<file path="src/rtl/core/subidx_pkg.sv">
// Shared constants and types for the substring index span core.
package subidx_pkg;

  localparam int MAX_DELIM_DEF = 8;
  localparam int MAX_COUNT_DEF = 16;
  localparam int POS_BITS_DEF  = 16;

  localparam int BYTE_W    = 8;
  localparam int DELIM_W   = 64;
  localparam int DLEN_W    = 4;
  localparam int COUNT_W   = 6;
  localparam int CFG_IDX_W = 2;
  localparam int K_W       = 7;

  typedef logic [CFG_IDX_W-1:0] cfg_idx_t;

  localparam cfg_idx_t REG_DELIM_BYTES  = 2'd0;
  localparam cfg_idx_t REG_DELIM_LENGTH = 2'd1;
  localparam cfg_idx_t REG_OCC_COUNT    = 2'd2;

  typedef struct packed {
    logic [BYTE_W-1:0] data;
    logic              none;
    logic              last;
  } in_item_t;

endpackage

</file>
<file path="src/rtl/core/substring_index_span_core.sv">
// Substring index span core: delimiter matcher, match ring and span result stage.
// Path: the item carrying tlast is registered in the input stage at its transaction, and the
// result register, which drives out_tvalid, loads when that item leaves the input stage.
// Throughput: one byte per cycle; a tlast item waits in the input stage only while the
// previous result is still held by out_tready low.
// Reset: synchronous rst_n low clears control state and sets configuration to defaults; ring not reset.
module substring_index_span_core #(
  parameter int MAX_DELIM = subidx_pkg::MAX_DELIM_DEF,
  parameter int MAX_COUNT = subidx_pkg::MAX_COUNT_DEF,
  parameter int POS_BITS  = subidx_pkg::POS_BITS_DEF,
  localparam int OUT_W    = ((2 * POS_BITS + 7) / 8) * 8
) (
  input  logic                                  clk,
  input  logic                                  rst_n,
  input  logic                                  in_tvalid,
  output logic                                  in_tready,
  input  logic [subidx_pkg::BYTE_W-1:0]         in_tdata,   // [7:0] in_byte
  input  logic                                  in_tuser,   // [0] no_byte
  input  logic                                  in_tlast,
  output logic                                  out_tvalid,
  input  logic                                  out_tready,
  output logic [OUT_W-1:0]                      out_tdata,  // span_start, span_length
  output logic                                  out_tuser,  // [0] overflow
  input  logic                                  cfg_valid,
  output logic                                  cfg_ready,
  input  logic [subidx_pkg::CFG_IDX_W-1:0]      cfg_index,
  input  logic [subidx_pkg::DELIM_W-1:0]        cfg_data
);

  localparam int MT_W  = $clog2(MAX_COUNT + 1);
  localparam int PTR_W = (MAX_COUNT > 1) ? $clog2(MAX_COUNT) : 1;
  localparam int K_W   = subidx_pkg::K_W;
  localparam logic [POS_BITS-1:0] POS_MAX = '1;

  // configuration
  logic [subidx_pkg::DELIM_W-1:0] cfg_delim_r;
  logic [subidx_pkg::DLEN_W-1:0]  cfg_dlen_r;
  logic [subidx_pkg::COUNT_W-1:0] cfg_count_r;

  // input stage
  logic                 s1_valid_r;
  subidx_pkg::in_item_t s1_item_r;
  logic                 s1_fire;

  // string state
  logic [subidx_pkg::BYTE_W-1:0] win_r [MAX_DELIM];
  logic [POS_BITS-1:0]           pos_r;
  logic [MT_W-1:0]               mt_r;
  logic [POS_BITS-1:0]           left_pos_r;
  logic                          left_found_r;
  logic                          ovf_r;
  logic [POS_BITS-1:0]           ring_r [MAX_COUNT];
  logic [PTR_W-1:0]              head_r;

  // next values after this item
  logic [subidx_pkg::BYTE_W-1:0] win_nxt [MAX_DELIM];
  logic [POS_BITS-1:0]           pos_nxt;
  logic [MT_W-1:0]               mt_nxt;
  logic [POS_BITS-1:0]           left_pos_nxt;
  logic                          left_found_nxt;
  logic                          ovf_nxt;
  logic [PTR_W-1:0]              head_nxt;
  logic                          hit;

  // result
  logic                out_valid_r;
  logic [POS_BITS-1:0] out_start_r;
  logic [POS_BITS-1:0] out_len_r;
  logic                out_ovf_r;
  logic [POS_BITS-1:0] start_nxt;
  logic [POS_BITS-1:0] len_nxt;

  assign cfg_ready = 1'b1;

  always_ff @(posedge clk) begin
    if (!rst_n) begin
      cfg_delim_r <= '0;
      cfg_dlen_r  <= subidx_pkg::DLEN_W'(1);
      cfg_count_r <= subidx_pkg::COUNT_W'(1);
    end else if (cfg_valid && cfg_ready) begin
      unique case (cfg_index)
        subidx_pkg::REG_DELIM_BYTES:  cfg_delim_r <= cfg_data;
        subidx_pkg::REG_DELIM_LENGTH: cfg_dlen_r  <= cfg_data[subidx_pkg::DLEN_W-1:0];
        subidx_pkg::REG_OCC_COUNT:    cfg_count_r <= cfg_data[subidx_pkg::COUNT_W-1:0];
        default: ;
      endcase
    end
  end

  // a last item moves on only when the result register is free
  assign s1_fire   = s1_valid_r && (!s1_item_r.last || !out_valid_r || out_tready);
  assign in_tready = !s1_valid_r || s1_fire;

  always_ff @(posedge clk) begin
    if (!rst_n) begin
      s1_valid_r <= 1'b0;
    end else if (in_tready) begin
      s1_valid_r <= in_tvalid;
    end
  end

  always_ff @(posedge clk) begin
    if (in_tready && in_tvalid) begin
      s1_item_r.data <= in_tdata;
      s1_item_r.none <= in_tuser;
      s1_item_r.last <= in_tlast;
    end
  end

  always_comb begin
    logic [subidx_pkg::DLEN_W-1:0]  dlen;
    logic [2:0]                     sel;
    logic [subidx_pkg::COUNT_W-1:0] mag;
    logic [K_W-1:0]                 k;
    logic                           c_pos;
    logic                           c_neg;
    logic [PTR_W-1:0]               rd_idx;
    logic [POS_BITS-1:0]            rd_pos;

    if (cfg_dlen_r == '0) begin
      dlen = subidx_pkg::DLEN_W'(1);
    end else if (cfg_dlen_r > subidx_pkg::DLEN_W'(MAX_DELIM)) begin
      dlen = subidx_pkg::DLEN_W'(MAX_DELIM);
    end else begin
      dlen = cfg_dlen_r;
    end

    c_neg = cfg_count_r[subidx_pkg::COUNT_W-1];
    c_pos = !c_neg && (cfg_count_r != '0);
    mag   = c_neg ? (~cfg_count_r + subidx_pkg::COUNT_W'(1)) : cfg_count_r;
    k     = ({1'b0, mag} > K_W'(MAX_COUNT)) ? K_W'(MAX_COUNT) : {1'b0, mag};

    win_nxt = win_r;
    pos_nxt = pos_r;
    ovf_nxt = ovf_r;
    if (!s1_item_r.none) begin
      if (pos_r == POS_MAX) begin
        ovf_nxt = 1'b1;
      end else begin
        pos_nxt = pos_r + POS_BITS'(1);
      end
      win_nxt[0] = s1_item_r.data;
      for (int i = 1; i < MAX_DELIM; i++) begin
        win_nxt[i] = win_r[i-1];
      end
    end

    hit = !s1_item_r.none && (pos_nxt >= POS_BITS'(dlen));
    for (int i = 0; i < MAX_DELIM; i++) begin
      sel = 3'(dlen - subidx_pkg::DLEN_W'(i) - subidx_pkg::DLEN_W'(1));
      if (subidx_pkg::DLEN_W'(i) < dlen) begin
        if (win_nxt[i] != cfg_delim_r[{sel, 3'b000} +: subidx_pkg::BYTE_W]) begin
          hit = 1'b0;
        end
      end
    end

    mt_nxt         = mt_r;
    head_nxt       = head_r;
    left_pos_nxt   = left_pos_r;
    left_found_nxt = left_found_r;
    if (hit) begin
      if (mt_r < MT_W'(MAX_COUNT)) begin
        mt_nxt = mt_r + MT_W'(1);
      end
      head_nxt = (head_r == PTR_W'(MAX_COUNT - 1)) ? '0 : head_r + PTR_W'(1);
      if (c_pos && !left_found_r && (K_W'(mt_nxt) == k)) begin
        left_pos_nxt   = pos_nxt - POS_BITS'(dlen);
        left_found_nxt = 1'b1;
      end
    end

    if (K_W'(head_nxt) >= k) begin
      rd_idx = PTR_W'(K_W'(head_nxt) - k);
    end else begin
      rd_idx = PTR_W'(K_W'(head_nxt) + K_W'(MAX_COUNT) - k);
    end
    rd_pos = (hit && rd_idx == head_r) ? pos_nxt : ring_r[rd_idx];
    if (rd_pos > pos_nxt) begin
      rd_pos = pos_nxt;
    end

    start_nxt = '0;
    len_nxt   = pos_nxt;
    if (!c_pos && !c_neg) begin
      len_nxt = '0;
    end else if (c_pos) begin
      if (left_found_nxt) begin
        len_nxt = left_pos_nxt;
      end
    end else if (K_W'(mt_nxt) >= k) begin
      start_nxt = rd_pos;
      len_nxt   = pos_nxt - rd_pos;
    end
  end

  always_ff @(posedge clk) begin
    if (!rst_n) begin
      pos_r        <= '0;
      mt_r         <= '0;
      left_pos_r   <= '0;
      left_found_r <= 1'b0;
      ovf_r        <= 1'b0;
      head_r       <= '0;
      for (int i = 0; i < MAX_DELIM; i++) begin
        win_r[i] <= '0;
      end
    end else if (s1_fire) begin
      head_r <= head_nxt;
      if (s1_item_r.last) begin
        pos_r        <= '0;
        mt_r         <= '0;
        left_pos_r   <= '0;
        left_found_r <= 1'b0;
        ovf_r        <= 1'b0;
        for (int i = 0; i < MAX_DELIM; i++) begin
          win_r[i] <= '0;
        end
      end else begin
        pos_r        <= pos_nxt;
        mt_r         <= mt_nxt;
        left_pos_r   <= left_pos_nxt;
        left_found_r <= left_found_nxt;
        ovf_r        <= ovf_nxt;
        win_r        <= win_nxt;
      end
    end
  end

  always_ff @(posedge clk) begin
    if (s1_fire && hit) begin
      ring_r[head_r] <= pos_nxt;
    end
  end

  always_ff @(posedge clk) begin
    if (!rst_n) begin
      out_valid_r <= 1'b0;
    end else begin
      out_valid_r <= (out_valid_r && !out_tready) || (s1_fire && s1_item_r.last);
    end
  end

  always_ff @(posedge clk) begin
    if (s1_fire && s1_item_r.last) begin
      out_start_r <= start_nxt;
      out_len_r   <= len_nxt;
      out_ovf_r   <= ovf_nxt;
    end
  end

  assign out_tvalid = out_valid_r;
  assign out_tdata  = OUT_W'({out_len_r, out_start_r});
  assign out_tuser  = out_ovf_r;

`ifndef SYNTHESIS
  a_last_gives_result: assert property (@(posedge clk) disable iff (!rst_n)
    s1_fire && s1_item_r.last |=> out_valid_r)
    else $error("last item did not load a result");

  a_last_clears_string: assert property (@(posedge clk) disable iff (!rst_n)
    s1_fire && s1_item_r.last |=> pos_r == '0 && mt_r == '0 && !left_found_r)
    else $error("string state not cleared after last item");

  a_match_total_bound: assert property (@(posedge clk) disable iff (!rst_n)
    1'b1 |-> mt_r <= MT_W'(MAX_COUNT))
    else $error("match total above limit");

  a_left_needs_match: assert property (@(posedge clk) disable iff (!rst_n)
    left_found_r |-> mt_r != '0)
    else $error("left hit recorded without a match");
`endif

endmodule

</file>
<file path="config.mk">
export PLATFORM = sky130hd
export DESIGN_NAME = substring_index_span_core
export DESIGN_NICKNAME = d
export VERILOG_FILES = /design/src/rtl/core/subidx_pkg.sv /design/src/rtl/core/substring_index_span_core.sv
export SDC_FILE = /design/constraint.sdc
export NUM_CORES = 1
export LEC_CHECK = 0
export BUFFER_PORTS_ARGS = -buffer_cell sky130_fd_sc_hd__buf_2
export CORE_ASPECT_RATIO = 0.9
export CORE_MARGIN = 2
export CORE_UTILIZATION = 55
export CTS_BUF_LIST = sky130_fd_sc_hd__clkbuf_16
export DETAILED_ROUTE_END_ITERATION = 8
export PLACE_DENSITY = 0.76
export SLEW_MARGIN = 10
export SYNTH_ARGS = -nofsm -noshare
export SYNTH_HDL_FRONTEND = slang
export SYNTH_SLANG_ARGS = --single-unit
</file>
<file path="constraint.sdc">
create_clock -name clk -period 14.7 [get_ports clk]
set_input_delay 0.735 -clock clk [delete_from_list [all_inputs] [get_ports clk]]
set_output_delay 0.735 -clock clk [all_outputs]
set_load 0.005 [all_outputs]
</file>
==> run metrics <==
Synth area leaders edfxtp_1 (33%), dfxtp_1 (14%), mux4_2 (7.4%); core area a little under 0.05 mm^2; P&R area growth vs syn 9.86%; setup TNS 0 ns; DR pass1 iterations 6; Post-Synth XOR/XNOR Area under 10%; DRT iter0 DRCs 3105; Reg area between 0.01 and 0.015 mm^2; Reg clk slew, reported paths ~0.07 ns; Critical path origin cfg_dlen_r[3]; latest clock arrival within the worst-skew pair around 0.60 ns; Worst path most repeated cell a21oi_1; Max stage delay cell, worst path fa_2; fmax 74.8 MHz; vias post-DR ~21k; Initial Util a little under three fifths; Overflow after GRT 0; EDFF count, synth 299; Largest stage delay, worst path between 1 and 1.5 ns; clock tree root buffer cell clkbuf_16; main flop type after synthesis edfxtp_1; hold_buf cts 0; All-Layer GR Usage 31.8%; largest net degree at the start of global routing 94; Die Y between 200 and 250 um; Die X about 240 um; Routed WL 81700 um; startpoint types flip-flop; peak supply drop between 0.09 and 0.1 mV; detailed-route DRC error count 0; Post-Syn Area roughly 0.027 mm^2; PwrDens approximately 110 mW/mm^2; first-pass GRT wire length between 100000 and 150000 um; H-tree lvl count 2; Slew Limit Fails 0; # fillers 3802; FF-to-FF Start cfg_dlen_r[3]; WL/cell ~26 um; initial antenna violation count 0; post-CTS setup buffer count 0; Die ar. between 0.05 and 0.06 mm^2; yosys warns 0; worst hold slack around 0.31 ns; post-synthesis adder-cell area fraction about 2.2%; Req. time, crit path ~15 ns; area of the multi-input gates ~0.013 mm^2; final hold vios 0; final setup vio count 0; drt via density between 6 and 7; share of the synthesized area in the top cell type roughly a third; Synth Area in Simple Gates 15.2%; Slew @ Worst Pin 1.27 ns; RSZ-0062 raised after global routing no; post-route minimum period approximately 13 ns; Layout Nets 2638; dominant cell type by area after synthesis edfxtp_1; Final GP Congestion between 0.9 and 1; Seq/Total Area, Yosys 46.8%; vias in the first global route 19.7k; mux contribution to synthesized area ~14%; final worst-path cycle share between 90% and 100%; Leak Pwr 10.2 nW; worst r2r path cells 43; WP data arrival around 14 ns; Routed Antenna Nets 0; I/O pin count about 120; status finished clean; Post-Syn Instances 2459; largest family of logic cells by synthesized area simple AND/OR/NAND/NOR gates; post-synthesis async set-or-reset flop share 0%; CTS tree built; Layout Skew between 0.015 and 0.02 ns; syn_nets between 2k and 3k; Max-cap violations 0; Inserted Diodes 0; flop-to-flop setup slack 1.32 ns; Clock Tree Buf Depth 3; Crit Path Category reg -> reg; Yosys reg bits about 480; Worst Path Max Fanout 31; CP endpoint kind flip-flop; r2r endpoint out_len_r[14]; Max-slew headroom 13.3%; Post-Syn Area per Cell 11.0 um^2; number of CTS-inserted buffers 48; clock sink count ~480; Rows 76; post-DP HPWL around 57000 um; compound-gate portion of the synthesized area ~14%; port bufs about 120; ratio of cells with drive above 1 in the final layout between 10% and 20%; post_cts resized 0; CP endpoint out_len_r[14]; Synth cell types 117; worst hold path type in -> reg
[how the worst min path moves through the flow]
stage / start / to / slack [ns] / depth (start not counted)
2_1_floorplan: ovf_r / ovf_r / 0.43 / 2
3_3_place_gp: ovf_r / ovf_r / 0.44 / 2
3_5_place_dp: ovf_r / ovf_r / 0.50 / 2
4_1_cts: in_tdata[4] / s1_item_r[6] / 0.29 / 1
5_1_grt: in_tdata[0] / s1_item_r[2] / 0.30 / 1
6_report: in_tdata[6] / s1_item_r[8] / 0.31 / 1
[cell usage in the layout, fill, tap and decap left out, drive strengths merged, types with 15 or more instances in the layout]
master,n
mux4,89
a211oi,21
a21oi,110
nand2b,17
nor2b,133
edfxtp,299
nand3,60
xor2,47
nor2,128
o21ai,97
clkinv,28
dfxtp,183
nor3,37
buf,167
ha,43
mux2i,136
xnor2,74
a21boi,74
nand4,55
and3,18
a221oi,15
a22oi,103
nor4,16
inv,54
clkbuf,48
nand2,242
mux2,31
and2,36
[flip-flops by register name, indices dropped and copies added, names as in the netlist, 10 cells and up, named ones only]
register and count:
out_len_r 16, win_r 64, cfg_delim_r 64, left_pos_r 16, s1_item_r 10, out_start_r 16
pos_r 16, ring_r 256
[cell type report]
| class | count | area share [%] |
|---|---|---|
| Clock buffer | 48 | 4.05 |
| Timing Repair Buffer | 167 | 3.27 |
| Inverter | 50 | 0.641 |
| Clock inverter | 42 | 1.41 |
| Multi-Input combinational cell | 1762 | 45.3 |
| Tap cell | 624 | 2.63 |
| Sequential cell | 482 | 42.7 |
[layer usage]
metal	wire (um)	vias to the layer above	global-route usage, %
met2	35600	1240	46.1
met3	8810	169	6.19
met5	0	-	0
met1	35200	10400	48.7
li1	-	9321	-
met4	2130	0	8.36
[power breakdown]
group | internal [mW] | total, mW | switching [mW]
clock network | 0.709 | 1.25 | 0.544
logic | 0.270 | 0.681 | 0.412
registers | 1.44 | 1.45 | 0.0164
total | 2.41 | 3.39 | 0.973
[logic make-up (layout without fill, tap and decap cells)]
logic type / after synthesis / in the layout
other: 1 / 1
AO/OA/AOI/OAI: 543 / 543
adder cells (fa/ha/maj): 46 / 46
flip-flops: 482 / 482
XOR/XNOR: 121 / 121
buffers and inverters: 215 / 307
multiplexers: 256 / 256
AND/OR/NAND/NOR: 795 / 795
[synth_stat cells (13+ instances only)]
cell and n:
and3_1 16, mux4_2 89, o21ai_0 68, nor4_1 14, inv_1 41, a21oi_1 107, buf_4 20, a211oi_1 20
buf_6 14, xor2_1 46, a22oi_1 103, nor2b_1 132, xnor2_1 71, nand2b_1 17, mux2_2 30, and2_1 35
a31oi_1 13, nor3_1 35, nand3_1 58, nand4_1 54, edfxtp_1 299, o21ai_1 28, mux2i_1 135, nor2_1 124
ha_1 43, a21boi_0 70, dfxtp_1 183, clkbuf_1 100, nand2_1 240, buf_2 21
[worst max-delay path: cells and delay by family (launching register included)]
family | cells | cell delay, ns
xor+xnor | 2 | 0.99
simple gates | 14 | 3.45
fa+ha+maj | 5 | 2.51
compound gates | 17 | 4.35
buf+inv | 4 | 0.66
flops | 1 | 0.69
mux | 1 | 0.41
[stage by stage]
stage / worst slack (ns) / instance area, um^2 / power (mW) / utilization (%) / cells
2_1_floorplan: 2.29 / 27000 / 1.97 / - / 2459
3_3_place_gp: 2.01 / 28000 / 2.13 / 58.2 / 3085
3_5_place_dp: 1.77 / 28000 / 2.14 / 58.2 / 3085
4_1_cts: 1.70 / 29600 / 3.38 / 61.6 / 3175
5_1_grt: 0.563 / 29600 / 3.49 / 61.6 / 3175
6_report: 1.32 / 29600 / 3.39 / 61.6 / 3175
Power figures use the tool's default switching activity.
